--- src/rtl/assert_macros.svh ---
// Assertion helpers shared by the divider, datapath and controller files.
`ifndef ASSERT_MACROS_SVH
`define ASSERT_MACROS_SVH

// The expression holds at every clock edge outside reset.
`define ASSERT_ALWAYS(lbl, clk, rst_n, expr) \
	lbl: assert property (@(posedge clk) disable iff (!rst_n) (expr)) \
		else $error("invariant violated");

// The consequent holds in the same cycle as the antecedent.
`define ASSERT_IMPLIES(lbl, clk, rst_n, ante, cons) \
	lbl: assert property (@(posedge clk) disable iff (!rst_n) (ante) |-> (cons)) \
		else $error("implication violated");

`endif

--- src/rtl/nwrc_pkg.sv ---
// ----------------------------------------------------------------------------
// nwrc_pkg
// Types, widths and codes shared by the nearest wall ray cast modules.
// ----------------------------------------------------------------------------
`default_nettype none

package nwrc_pkg;

	localparam int CoordBits   = 16;
	localparam int DeltaBits   = CoordBits + 1;
	localparam int MaxWallsDef = 256;

	// Shared signed multiplier, A by B.
	localparam int MulABits = 36;
	localparam int MulBBits = 18;
	localparam int MulPBits = MulABits + MulBBits;

	// Cross products and the squared distance.
	localparam int CrossBits = 36;
	localparam int SqBits    = 34;
	localparam int DistBits  = SqBits / 2;
	localparam int StepBits  = 18;

	// Shared divider.
	localparam int DivNumBits = 54;
	localparam int DivDenBits = 36;
	localparam int DivQBits   = 19;

	// Register file.
	localparam int AddrBits = 4;
	localparam logic [1:0] RegWallCount   = 2'd0;
	localparam logic [1:0] RegHeightScale = 2'd1;
	localparam logic [1:0] RegProjConst   = 2'd2;

	localparam logic [8:0]  WallCountRst   = 9'd0;
	localparam logic [9:0]  HeightScaleRst = 10'd100;
	localparam logic [23:0] ProjConstRst   = 24'd61440;

	// Result status codes.
	localparam logic [1:0] StNoHit  = 2'd0;
	localparam logic [1:0] StHit    = 2'd1;
	localparam logic [1:0] StZero   = 2'd2;

	localparam logic       OpLoad   = 1'b0;
	localparam logic       OpCast   = 1'b1;

	localparam logic [7:0] LightMax   = 8'd255;
	localparam int         LightLimit = 2040;

	typedef enum logic [4:0] {
		OP_NOP,
		OP_READ,
		OP_DELTA,
		OP_M_RSY,
		OP_M_RYSX,
		OP_RS,
		OP_M_QYRX,
		OP_QPR,
		OP_M_QYSX,
		OP_QPS,
		OP_NORM,
		OP_M_NX,
		OP_DIVX,
		OP_PX,
		OP_M_NY,
		OP_DIVY,
		OP_PY,
		OP_M_DX,
		OP_M_DY,
		OP_SQ,
		OP_KEEP,
		OP_SQRT,
		OP_M_HP,
		OP_DIVH,
		OP_OUT
	} nwrc_op_t;

	typedef struct packed {
		logic      accept;
		nwrc_op_t  op;
	} nwrc_cmd_t;

	typedef struct packed {
		logic rs_zero;
		logic hit_ok;
		logic idx_end;
		logic div_busy;
		logic sqrt_busy;
		logic found;
		logic best_zero;
	} nwrc_sts_t;

endpackage

`default_nettype wire

--- src/rtl/nwrc_ctrl.sv ---
// ----------------------------------------------------------------------------
// nwrc_ctrl
// Sequencer: walks the wall loop and the finishing steps, owns the handshakes.
// ----------------------------------------------------------------------------
`default_nettype none
`include "assert_macros.svh"

module nwrc_ctrl import nwrc_pkg::*; (
	input  wire logic      clk,
	input  wire logic      arst_n,
	input  wire logic      in_valid,
	output logic           in_stall,
	input  wire logic      operation,
	output logic           out_valid,
	input  wire logic      out_stall,
	input  wire nwrc_sts_t sts,
	output nwrc_cmd_t      cmd
);

	typedef enum logic [4:0] {
		S_IDLE, S_LOOP, S_READ, S_DELTA, S_M1, S_M2, S_RS, S_M4, S_QPR, S_M6,
		S_QPS, S_NORM, S_TEST, S_MNX, S_DIVX, S_WX, S_PX, S_MNY, S_DIVY, S_WY,
		S_PY, S_MDX, S_MDY, S_SQ, S_KEEP, S_FIN, S_SQRT, S_WSQ, S_MHP, S_DIVH,
		S_WH, S_OUT
	} state_t;

	state_t state_q;
	logic   out_valid_q;
	logic   slot_free;

	assign slot_free = !out_valid_q || !out_stall;
	assign in_stall  = state_q != S_IDLE;
	assign out_valid = out_valid_q;

	always_comb begin
		cmd.accept = in_valid && state_q == S_IDLE;
		unique case (state_q)
			S_READ:  cmd.op = OP_READ;
			S_DELTA: cmd.op = OP_DELTA;
			S_M1:    cmd.op = OP_M_RSY;
			S_M2:    cmd.op = OP_M_RYSX;
			S_RS:    cmd.op = OP_RS;
			S_M4:    cmd.op = OP_M_QYRX;
			S_QPR:   cmd.op = OP_QPR;
			S_M6:    cmd.op = OP_M_QYSX;
			S_QPS:   cmd.op = OP_QPS;
			S_NORM:  cmd.op = OP_NORM;
			S_MNX:   cmd.op = OP_M_NX;
			S_DIVX:  cmd.op = OP_DIVX;
			S_PX:    cmd.op = OP_PX;
			S_MNY:   cmd.op = OP_M_NY;
			S_DIVY:  cmd.op = OP_DIVY;
			S_PY:    cmd.op = OP_PY;
			S_MDX:   cmd.op = OP_M_DX;
			S_MDY:   cmd.op = OP_M_DY;
			S_SQ:    cmd.op = OP_SQ;
			S_KEEP:  cmd.op = OP_KEEP;
			S_SQRT:  cmd.op = OP_SQRT;
			S_MHP:   cmd.op = OP_M_HP;
			S_DIVH:  cmd.op = OP_DIVH;
			S_OUT:   cmd.op = slot_free ? OP_OUT : OP_NOP;
			default: cmd.op = OP_NOP;
		endcase
	end

	always_ff @(posedge clk or negedge arst_n) begin
		if (!arst_n) begin
			state_q     <= S_IDLE;
			out_valid_q <= 1'b0;
		end else begin
			if (out_valid_q && !out_stall) begin
				out_valid_q <= 1'b0;
			end
			unique case (state_q)
				S_IDLE:  if (in_valid && operation == OpCast) state_q <= S_LOOP;
				S_LOOP:  state_q <= sts.idx_end ? S_FIN : S_READ;
				S_READ:  state_q <= S_DELTA;
				S_DELTA: state_q <= S_M1;
				S_M1:    state_q <= S_M2;
				S_M2:    state_q <= S_RS;
				S_RS:    state_q <= S_M4;
				S_M4:    state_q <= S_QPR;
				S_QPR:   state_q <= S_M6;
				S_M6:    state_q <= S_QPS;
				S_QPS:   state_q <= S_NORM;
				S_NORM:  state_q <= sts.rs_zero ? S_LOOP : S_TEST;
				S_TEST:  state_q <= sts.hit_ok ? S_MNX : S_LOOP;
				S_MNX:   state_q <= S_DIVX;
				S_DIVX:  state_q <= S_WX;
				S_WX:    if (!sts.div_busy) state_q <= S_PX;
				S_PX:    state_q <= S_MNY;
				S_MNY:   state_q <= S_DIVY;
				S_DIVY:  state_q <= S_WY;
				S_WY:    if (!sts.div_busy) state_q <= S_PY;
				S_PY:    state_q <= S_MDX;
				S_MDX:   state_q <= S_MDY;
				S_MDY:   state_q <= S_SQ;
				S_SQ:    state_q <= S_KEEP;
				S_KEEP:  state_q <= S_LOOP;
				S_FIN:   state_q <= (!sts.found || sts.best_zero) ? S_OUT : S_SQRT;
				S_SQRT:  state_q <= S_WSQ;
				S_WSQ:   if (!sts.sqrt_busy) state_q <= S_MHP;
				S_MHP:   state_q <= S_DIVH;
				S_DIVH:  state_q <= S_WH;
				S_WH:    if (!sts.div_busy) state_q <= S_OUT;
				S_OUT: begin
					if (slot_free) begin
						out_valid_q <= 1'b1;
						state_q     <= S_IDLE;
					end
				end
				default: state_q <= S_IDLE;
			endcase
		end
	end

	`ASSERT_IMPLIES(a_idle_units, clk, arst_n, state_q == S_IDLE, !sts.div_busy && !sts.sqrt_busy)
	`ASSERT_IMPLIES(a_out_drop, clk, arst_n, $fell(out_valid_q), $past(!out_stall))

endmodule

`default_nettype wire

--- config.mk ---
export PLATFORM = sky130hd
export DESIGN_NAME = nwrc_ctrl
export DESIGN_NICKNAME = d
export VERILOG_FILES = /design/src/rtl/nwrc_pkg.sv /design/src/rtl/nwrc_ctrl.sv
export VERILOG_INCLUDE_DIRS = /design/src /design/src/rtl
export SDC_FILE = /design/constraint.sdc
export NUM_CORES = 1
export LEC_CHECK = 0
export BUFFER_PORTS_ARGS = -buffer_cell sky130_fd_sc_hd__buf_4
export CELL_PAD_IN_SITES_DETAIL_PLACEMENT = 1
export CELL_PAD_IN_SITES_GLOBAL_PLACEMENT = 1
export CORE_ASPECT_RATIO = 1.5
export CORE_MARGIN = 3
export CORE_UTILIZATION = 39
export CTS_BUF_LIST = sky130_fd_sc_hd__clkbuf_8
export DETAILED_ROUTE_END_ITERATION = 6
export PLACE_DENSITY_LB_ADDON = 0.1
export SKIP_CTS_REPAIR_TIMING = 1
export SYNTH_ARGS = -nofsm -noshare
export SYNTH_HDL_FRONTEND = slang
export SYNTH_SLANG_ARGS = --single-unit
--- constraint.sdc ---
create_clock -name clk -period 2.3 [get_ports clk]
set_clock_uncertainty 0.15 [all_clocks]
set_input_delay 0.23 -clock clk [delete_from_list [all_inputs] [get_ports clk]]
set_output_delay 0.23 -clock clk [all_outputs]
set_load 0.02 [all_outputs]
; ---- Word level (Yosys, flattened, before mapping)
; Cells that the tools add are included.
[totals]
register_bits = 6
inputBits = 12
output_inout_bits = 8
word_cells = 66
[classes]
eq_ne = 37
muxes = 16
n_reduce_logical = 11
[op_table]
columns = operator, count
row1 = case mux 5 bit (32 select lines), 1
row2 = case mux 5 bit (24 select lines), 1
row3 = "equality test 5 bit, second input constant", 16
row4 = "equality test 5 x 4 -> 1 bit, second input constant", 8
row5 = two-way mux 5 bit, 8
row6 = "equality test 5 x 3 -> 1 bit, second input constant", 4
row7 = "equality test 5 x 2 -> 1 bit, second input constant", 2
row8 = "!= test 2 bit, second input constant", 5
row9 = two-way mux 4 bit, 2
row10 = AND reduction 6 bit, 1
row11 = "equality test 5 x 1 -> 1 bit, second input constant", 1
row12 = logical NOT 5 bit, 1
row13 = nonzero test 5 bit, 1
row14 = logical AND 1 bit, 3
row15 = logical NOT 1 bit, 3
row16 = two-way mux 1 bit, 3
row17 = two-way mux 3 bit, 1
row18 = logical OR 1 bit, 2
row19 = "!= test 2 x 1 -> 1 bit, second input constant", 1

; ---- Depth between registers and ports, before layout
; Gate-level depths: netlist (run 1).
[depth]
depth_word = 5
mapped_depth = 7
mapped_depth_nobuf = 5

; ---- Worst setup path before layout (run 1)
; OpenSTA, ideal clock, no wires.
[synth_timing]
path_kind = reg-to-output
start = register state_q[2]
end = output cmd[1] (netlist bit)
arrival_ns = 1.612
required_time_ns = 1.920
path_slack_ns = 0.308
path_stages_with_launch = 7
path_buffers = 2
cell_sequence = dfrtp_1 buf_6 buf_6 or3_1 nand3_1 o21ai_0 o21ai_0
[synth_rtl]
columns = item, line
row1 = start: declaration, nwrc_ctrl.sv:27  ; state_t state_q;
row2 = start signal: assignment, nwrc_ctrl.sv:76  ; S_LOOP: state_q <= sts.idx_end ? S_FIN : S_READ;
row3 = start signal: assignment, nwrc_ctrl.sv:86  ; S_NORM: state_q <= sts.rs_zero ? S_LOOP : S_TEST;
row4 = start signal: assignment, nwrc_ctrl.sv:87  ; S_TEST: state_q <= sts.hit_ok ? S_MNX : S_LOOP;
row5 = end: declaration, nwrc_ctrl.sv:17  ; output nwrc_cmd_t cmd

==> flow_summary.json, run 1 <==
{
  "run_status": "finished clean",
  "timing.critical_path.to_type": "output pin",
  "floorplan.initialDensity_pct": 41.89,
  "max_cap_viol_count": 0,
  "critical_path.startpoint_type": "flip-flop",
  "register_bit_total_from_synthesis": 6,
  "post-route-drc-count": 0,
  "postSynth.topFlopCell": "dfrtp_1",
  "globalRouteTotalUtil_pct": 18.88,
  "layout.cells.non_filler": 159,
  "dp.final_hpwl_um": 1862,
  "timing.final.setup_violations": 0,
  "cts.path.max_buffers": 2,
  "die_w_um": 44.33,
  "cell_area_after_placement_sq_um": 1011,
  "post_synth_instance_area_sq_um": 859.6,
  "routability_cong": 0.7942,
  "power_per_cell_area_nw_per_um2": 1486,
  "antenna_violations_before_repair": 0,
  "mostFrequentLayoutCell": "buf_4",
  "finalHoldViolations": 0,
  "detail_route.vias_per_cell": 5.843,
  "syn2layout_area_growth_pct": 24.31,
  "synth.distinct_cells": 43,
  "worstMarginPinSlew_ps": 465.0,
  "yosys-mux-area-fraction_pct": 4.221,
  "post_route_cells_drive_above_1_share_pct": 31.39,
  "critPathRequiredTime_ps": 1920,
  "syn-mean-instance-area_sq_um": 7.347,
  "final_cell_mix": "buf_4 (28), nand2_1 (16), o21ai_0 (14), nor2_1 (9), a21oi_1 (6)",
  "route.vias.total": 929,
  "setup.worst_path.class": "reg2out",
  "die-height_um": 63.50,
  "vdd_ir_drop_max_v": 0.0006104,
  "design.core.area_sq_um": 2052,
  "clk_pin_slew_worst_paths_ps": 40,
  "io_buffers": 19,
  "cts.sink_count": 6,
  "rows": 20,
  "max_transition_margin_pct": 69.00,
  "timing_max_transition_violations_final": 0,
  "num_io_pins": 20,
  "grt_overflow_total": 0,
  "postRouteWirelength_um": 2420,
  "post_synth_and_or_nand_nor_area_fraction_pct": 33.04,
  "number_of_enable_type_register_cells_in_the_synthesized_netlist": 0,
  "post_synth_adder_cell_area_pct": 0,
  "clk-insertion-delay-late_ps": 220,
  "antennaDiodeCount": 0,
  "grt_pass1_wl_um": 4174,
  "yosysWarningCount": 0,
  "min-delay-path-class": "in2reg",
  "final_period_minus_worst_setup_slack_ps": 2109,
  "finalCritPeriodShare_pct": 91.69,
  "async_s_r_ff_share_synth_pct": 100.0,
  "synth-xor-area-share_pct": 2.038,
  "power.leakage_nw": 0.4327,
  "max_freq_mhz": 474.2,
  "register_area_sq_um": 153.9,
  "grt_start_max_net_pins": 20,
  "layout.core_utilization_pct": 52.07,
  "postSynthNetCount": 129,
  "detail_route.iter0.violations": 14,
  "detail_route.wl_per_cell_um": 15.22,
  "design.final.nets": 151,
  "synth_top_family_by_area": "simple AND/OR/NAND/NOR gates",
  "dp.cells": 155,
  "synth_compound_area_share_pct": 32.31,
  "rsz0062_at_grt": "no",
  "postRouteAntennaNets": 0,
  "tritoncts": "built",
  "cp.arrival_ps": 1730,
  "netlist_instances": 117,
  "h-tree-depth": 1,
  "drt-pass1-iter-count": 4,
  "cts_made_buffers": 3,
  "layout.cell_area.non_filler_sq_um": 1069,
  "fillCellCount": 271,
  "cp_max_fo": 11,
  "total_negative_setup_slacks_ps": 0,
  "multi_input_comb_area_sq_um": 618.1,
  "first_global_vias": 938,
  "die_area_sq_um": 2815,
  "post_synthesis_sequential_area_ratio_pct": 17.47,
  "clk_root_buffer_cell": "clkbuf_8"
}
registers in the layout, indices dropped and copies added, names as in the netlist:
register / flops
state_q: 5
out_valid: 1
Yosys cell counts (2+ instances only):
library cell / number / share of area (%)
nand2_1: 16 / 7.0
o21ai_0: 14 / 8.2
nor2_1: 10 / 4.4
a21oi_1: 6 / 3.5
buf_2: 6 / 3.5
dfrtp_1: 6 / 17
nor2b_1: 5 / 3.6
buf_6: 4 / 5.2
nand2b_1: 4 / 2.9
a22oi_1: 3 / 2.6
a31oi_1: 3 / 2.2
nand3_1: 3 / 1.7
and3_1: 2 / 1.5
nor3b_1: 2 / 1.7
nor4b_1: 2 / 2.0
o221ai_1: 2 / 2.0
o31ai_1: 2 / 1.7
xnor2_1: 2 / 2.0
cell type report:
cell class	instances	area share, %
inverter	2	0.7026
multi-input combinational	97	57.85
clock buffer	3	3.864
tap	22	2.576
timing repair buffer	29	20.61
sequential	6	14.40
through the flow:
stage / worst slack [ps] / hold slack [ps] / total power [mW]
floorplan: 307.9 / -215.6 / 1.114
global placement: 345.2 / -111.4 / 1.406
detailed placement: 289.8 / -107.3 / 1.420
CTS: 75.36 / -341.8 / 1.586
global route: 49.00 / 163.8 / 1.738
finish: 191.1 / 130.0 / 1.588
kinds of logic (layout without fill, tap and decap cells):
group / after synthesis / count (layout)
AOI/OAI and AO/OA: 40 / 40
xor gates and xnor gates: 2 / 2
buffers and inverters: 14 / 34
DFF: 6 / 6
muxes: 3 / 3
and+or+nand+nor: 52 / 52
where the power goes:
part | leakage (nW) | internal [mW] | total [mW] | switching (mW)
sequential | 0.0684 | 0.156 | 0.333 | 0.177
clock | 0.0216 | 0.112 | 0.158 | 0.0459
combinational | 0.343 | 0.524 | 1.10 | 0.573
total | 0.433 | 0.792 | 1.59 | 0.796
path summary, 6_finish.rpt:
path | startpoint | to | slack, ps | cells past startpoint
min | out_stall | out_valid | 130 | 3
max | state_q[0] | cmd[1] | 190 | 6
min in group asynchronous | arst_n | state_q[2] | 200 | 2
max in group asynchronous | arst_n | state_q[0] | 1670 | 2
max reg2reg | state_q[3] | state_q[4] | 350 | 4
min reg2reg | out_valid | out_valid | 440 | 2
worst max-delay path, stage by stage, from the launching register on:
cell and delay (ps):
dfrtp_2 500, buf_4 190, or3_1 320, nand3_1 90, o21ai_0 80, o21ai_0 160
buf_4 160
per-layer routing:
| layer | up-vias | GRT usage [%] | part of all wire [%] |
|---|---|---|---|
| met1 | 443 | 23.54 | 45 |
| met3 | 2 | 1.714 | 2.4 |
| li1 | 467 | - | - |
| met5 | - | 0 | 0 |
| met2 | 17 | 33.39 | 52 |
| met4 | 0 | 4.528 | 0.62 |
Power figures use the tool's default switching activity.
==> inputs of run 2 (changes only) <==
CORE_UTILIZATION = 42   (was 39)
clock period = 2.48 ns   (was 2.3 ns; I/O delays follow)
==> run 2 against run 1 <==
  * Worst hold slack worse by 0.84 ps
  * Sequential share of layout area about the same
  * Final area fell by 2.1%
  * Largest power group unchanged
  * Combinational power fell by 7%
  * Largest cell class unchanged
==> flow_summary.json, run 2 (synthesized netlist as in run 1, its figures left out) <==
{
  "run_status": "finished clean",
  "vdd_ir_drop_max_v": 0.0006056,
  "dp.cells": 152,
  "die_w_um": 42.94,
  "post-place-ws_ps": 434.8,
  "rsz0062_at_grt": "no",
  "tritoncts": "built",
  "finalCritPeriodShare_pct": 90.80,
  "r2r_start": "state_q[4]",
  "fin_ws_ps": 228.1,
  "design.core.area_sq_um": 1878,
  "cts.path.max_buffers": 2,
  "detail_route.vias_per_cell": 6.032,
  "reg2reg_depth": 4,
  "timing_max_transition_violations_final": 0,
  "grt_overflow_total": 0,
  "timing.hold.ws_ps": 129.2,
  "power_per_cell_area_nw_per_um2": 1396,
  "register_area_sq_um": 150.1,
  "min-delay-path-class": "in2reg",
  "timing.final.setup_violations": 0,
  "max_transition_margin_pct": 60.08,
  "finalHoldViolations": 0,
  "die-height_um": 61.41,
  "clk_pin_slew_worst_paths_ps": 40,
  "design.final.nets": 149,
  "cts_made_buffers": 3,
  "postRouteAntennaNets": 0,
  "final_cell_mix": "buf_4 (26), nand2_1 (16), o21ai_0 (14), nor2_1 (10)",
  "power.leakage_nw": 0.4254,
  "timing.critical_path.to_type": "output pin",
  "detail_route.wl_per_cell_um": 16.64,
  "post-route-drc-count": 0,
  "detail_route.iter0.violations": 18,
  "drt-pass1-iter-count": 4,
  "grt_start_max_net_pins": 19,
  "critical_path.startpoint_type": "flip-flop",
  "first_global_vias": 890,
  "cp_max_fo": 18,
  "num_io_pins": 20,
  "worstMarginPinSlew_ps": 598.7,
  "clk_root_buffer_cell": "clkbuf_8",
  "antennaDiodeCount": 0,
  "reg2reg_to": "state_q[4]",
  "layout.cells.non_filler": 156,
  "multi_input_comb_area_sq_um": 615.6,
  "hold_end": "out_valid",
  "fillCellCount": 262,
  "cp.arrival_ps": 1850,
  "hold_path_origin": "out_stall",
  "postRouteWirelength_um": 2596,
  "timing.reg2reg.setup_slack_ps": 400,
  "max_cap_viol_count": 0,
  "h-tree-depth": 1,
  "mostFrequentLayoutCell": "buf_4",
  "dp.final_hpwl_um": 1942,
  "hold_path_depth": 3,
  "total_negative_setup_slacks_ps": 0,
  "routability_cong": 0.8467,
  "clk-insertion-delay-late_ps": 230,
  "io_buffers": 19,
  "largest_register_ff_count": 5,
  "antenna_violations_before_repair": 0,
  "syn2layout_area_growth_pct": 21.69,
  "post_route_cells_drive_above_1_share_pct": 27.41,
  "cts.sink_count": 6,
  "setup.worst_path.class": "reg2out",
  "grt_pass1_wl_um": 4250,
  "final_period_minus_worst_setup_slack_ps": 2252,
  "fin_total_pwr_mw": 1.460,
  "floorplan.initialDensity_pct": 45.77,
  "globalRouteTotalUtil_pct": 21.52,
  "rows": 19,
  "max_freq_mhz": 444.1,
  "route.vias.total": 941,
  "die_area_sq_um": 2636,
  "most_flop_heavy_register": "state_q",
  "critPathRequiredTime_ps": 2080
}
run 2: cell type report:
| type | count | share of cell area (%) |
|---|---|---|
| sequential | 6 | 14.35 |
| inverter | 2 | 0.7177 |
| timing repair buffer | 27 | 19.62 |
| clock buffer | 3 | 3.947 |
| multi-input combinational | 97 | 58.85 |
| tap | 21 | 2.512 |
run 2: worst max-delay path, cell delays in order, from the launching register on:
cell     delay [ps]
dfrtp_1         710
buf_4           260
nand4_1         110
a21oi_1         160
o21ai_0         100
o21ai_0         110
buf_4           170
run 2: metrics by stage:
step | util, % | cell area (sq um)
2_1_floorplan | - | 859.6
3_3_place_gp | 52.96 | 994.7
3_5_place_dp | 52.96 | 994.7
4_1_cts | 55.16 | 1036
5_1_grt | 55.70 | 1046
6_report | 55.70 | 1046
run 2: how the worst max path moves through the flow:
stage / from / end / slack (ps) / cells past startpoint
after floorplan: state_q[2] / cmd[1] / 470 / 6
after global placement: state_q[4] / state_q[4] / 470 / 4
after detailed placement: state_q[4] / state_q[4] / 430 / 4
after CTS: state_q[4] / cmd[2] / 230 / 5
after global routing: state_q[4] / cmd[3] / 50 / 6
final: state_q[4] / cmd[3] / 230 / 6
run 2: metal layers:
metal,GRT usage [%],part of all wire [%],up-vias
met5,0,0,-
met4,9.052,2.0,0
met3,2.339,3.7,4
met2,39.06,52,23
met1,25.71,42,448
li1,-,-,466
run 2: report_power, final:
group	switching (mW)	internal, mW	leakage (nW)
clock	0.0468	0.105	0.0216
combinational	0.559	0.465	0.333
sequential	0.145	0.141	0.0707
==> inputs of run 3 (changes only) <==
GPL_TIMING_DRIVEN = 0   (was not set)
==> run 3 against run 2 <==
  * Combinational power grew 20%
  * Power grew 6.6%
  * Core utilization grew 1.8 points
  * Routed wire length grew 16%
  * First-iteration DRC count shrank 5.6%
  * Fmax grew 2.4%
  * Sequential share of layout area shrank 0.45 points
  * Register-to-register slack gained 250 ps
  * Critical endpoint is now cmd[1]
  * Largest cell class unchanged
==> flow_summary.json, run 3 (synthesized netlist as in run 1, its figures left out) <==
{
  "io_buffers": 19,
  "detail_route.wl_per_cell_um": 18.73,
  "drt-pass1-iter-count": 4,
  "setup.worst_path.start": "state_q[3]",
  "timing.critical_path.to_type": "output pin",
  "worstMarginPinSlew_ps": 485.2,
  "cts.path.max_buffers": 2,
  "post_route_cells_drive_above_1_share_pct": 29.29,
  "reg2reg_to": "state_q[4]",
  "max_cap_viol_count": 0,
  "r2r_start": "state_q[2]",
  "rows": 19,
  "h-tree-depth": 1,
  "grt_pass1_wl_um": 5057,
  "timing_max_transition_violations_final": 0,
  "design.core.area_sq_um": 1878,
  "cts_made_buffers": 3,
  "slowest_stage": "clkbuf_1",
  "cp_cell_sequence": "buf_2, clkbuf_1, o21ai_0, o21ai_0, buf_4",
  "max_transition_margin_pct": 67.65,
  "num_io_pins": 20,
  "routability_cong": 0.8756,
  "globalRouteTotalUtil_pct": 26.06,
  "critical_path.startpoint_type": "flip-flop",
  "finalCritPeriodShare_pct": 88.64,
  "clk_root_buffer_cell": "clkbuf_8",
  "post-route-drc-count": 0,
  "finalHoldViolations": 0,
  "critPathRequiredTime_ps": 2080,
  "route.vias.total": 993,
  "floorplan.initialDensity_pct": 45.77,
  "power_per_cell_area_nw_per_um2": 1442,
  "antennaDiodeCount": 0,
  "detail_route.vias_per_cell": 6.168,
  "dp.final_hpwl_um": 2182,
  "most_flop_heavy_register": "state_q",
  "timing.reg2reg.setup_slack_ps": 650,
  "die-height_um": 61.41,
  "postRouteAntennaNets": 0,
  "max_freq_mhz": 454.9,
  "rsz0062_at_grt": "no",
  "layout.cell_area.non_filler_sq_um": 1080,
  "power.leakage_nw": 0.4452,
  "antenna_violations_before_repair": 0,
  "die_area_sq_um": 2636,
  "final_period_minus_worst_setup_slack_ps": 2198,
  "fin_ws_ps": 281.6,
  "vdd_ir_drop_max_v": 0.0007101,
  "clk_pin_slew_worst_paths_ps": 40,
  "grt_start_max_net_pins": 11,
  "grt_overflow_total": 0,
  "critPathMaxStageDelay_ps": 420,
  "largest_register_ff_count": 5,
  "postRouteWirelength_um": 3015,
  "min-delay-path-class": "in2reg",
  "mostFrequentLayoutCell": "buf_4",
  "reg2reg_depth": 5,
  "post-place-ws_ps": 525.4,
  "cp.arrival_ps": 1800,
  "syn2layout_area_growth_pct": 25.62,
  "cts.sink_count": 6,
  "tritoncts": "built",
  "setup.worst_path.class": "reg2out",
  "hold_path_origin": "out_stall",
  "timing.final.setup_violations": 0,
  "total_negative_setup_slacks_ps": 0,
  "clk-insertion-delay-late_ps": 230,
  "crit_family": "buffers and inverters",
  "crit_top_cell": "o21ai_0",
  "first_global_vias": 1048,
  "cell_area_after_placement_sq_um": 1028,
  "layout.core_utilization_pct": 57.50,
  "hold_end": "out_valid",
  "dp.cells": 157,
  "timing.hold.ws_ps": 154.5,
  "run_status": "finished clean",
  "cp_max_fo": 10,
  "detail_route.iter0.violations": 17,
  "hold_path_depth": 3,
  "fin_total_pwr_mw": 1.557,
  "critical_path_buf_inv_count": 3,
  "die_w_um": 42.94,
  "design.final.nets": 154,
  "final_cell_mix": "buf_4 (20), nand2_1 (16), o21ai_0 (14), nor2_1 (10)",
  "layout.cells.non_filler": 161
}
==> run 3: cell count changes in the layout (fill, tap and decap cells not counted), sizes merged <==
cell,delta
buf,+4
clkbuf,+1
==> run 3: worst min-delay path, delay by kind of cell <==
kind / cells / cell delay [ps]
AO/OA/AOI/OAI: 1 / 80
AND/OR/NAND/NOR: 1 / 60
buffers and inverters: 1 / 100
==> run 3: layout make-up <==
type                            instances  area (sq um)
Multi-Input combinational cell         97         615.6
Timing Repair Buffer                   20         152.6
Buffer                                 12         86.33
Tap cell                               21         26.28
Clock buffer                            3         41.29
Inverter                                2         7.507
Fill cell                             252         798.3
Sequential cell                         6         150.1
==> run 3: where the power goes <==
group	switching [mW]	total (mW)	internal [mW]
clock network	0.0463	0.151	0.105
registers	0.0440	0.186	0.142
logic	0.720	1.22	0.499
total	0.810	1.56	0.746
==> run 3: how the worst max path moves through the flow <==
stage / slack (ps) / depth (start not counted) / endpoint
global route: 90 / 8 / cmd[2]
floorplan: 470 / 6 / cmd[1]
global placement: 540 / 8 / cmd[2]
finish: 280 / 5 / cmd[1]
CTS: 280 / 8 / cmd[2]
detailed placement: 530 / 8 / cmd[2]
==> run 3: metal layers <==
layer | part of all wire, % | GRT usage [%] | routed length (um)
met1 | 41 | 29.61 | 1229
met4 | 3.3 | 16.81 | 101
met5 | 0 | 0 | 0
met2 | 52 | 45.92 | 1574
met3 | 3.6 | 3.216 | 110
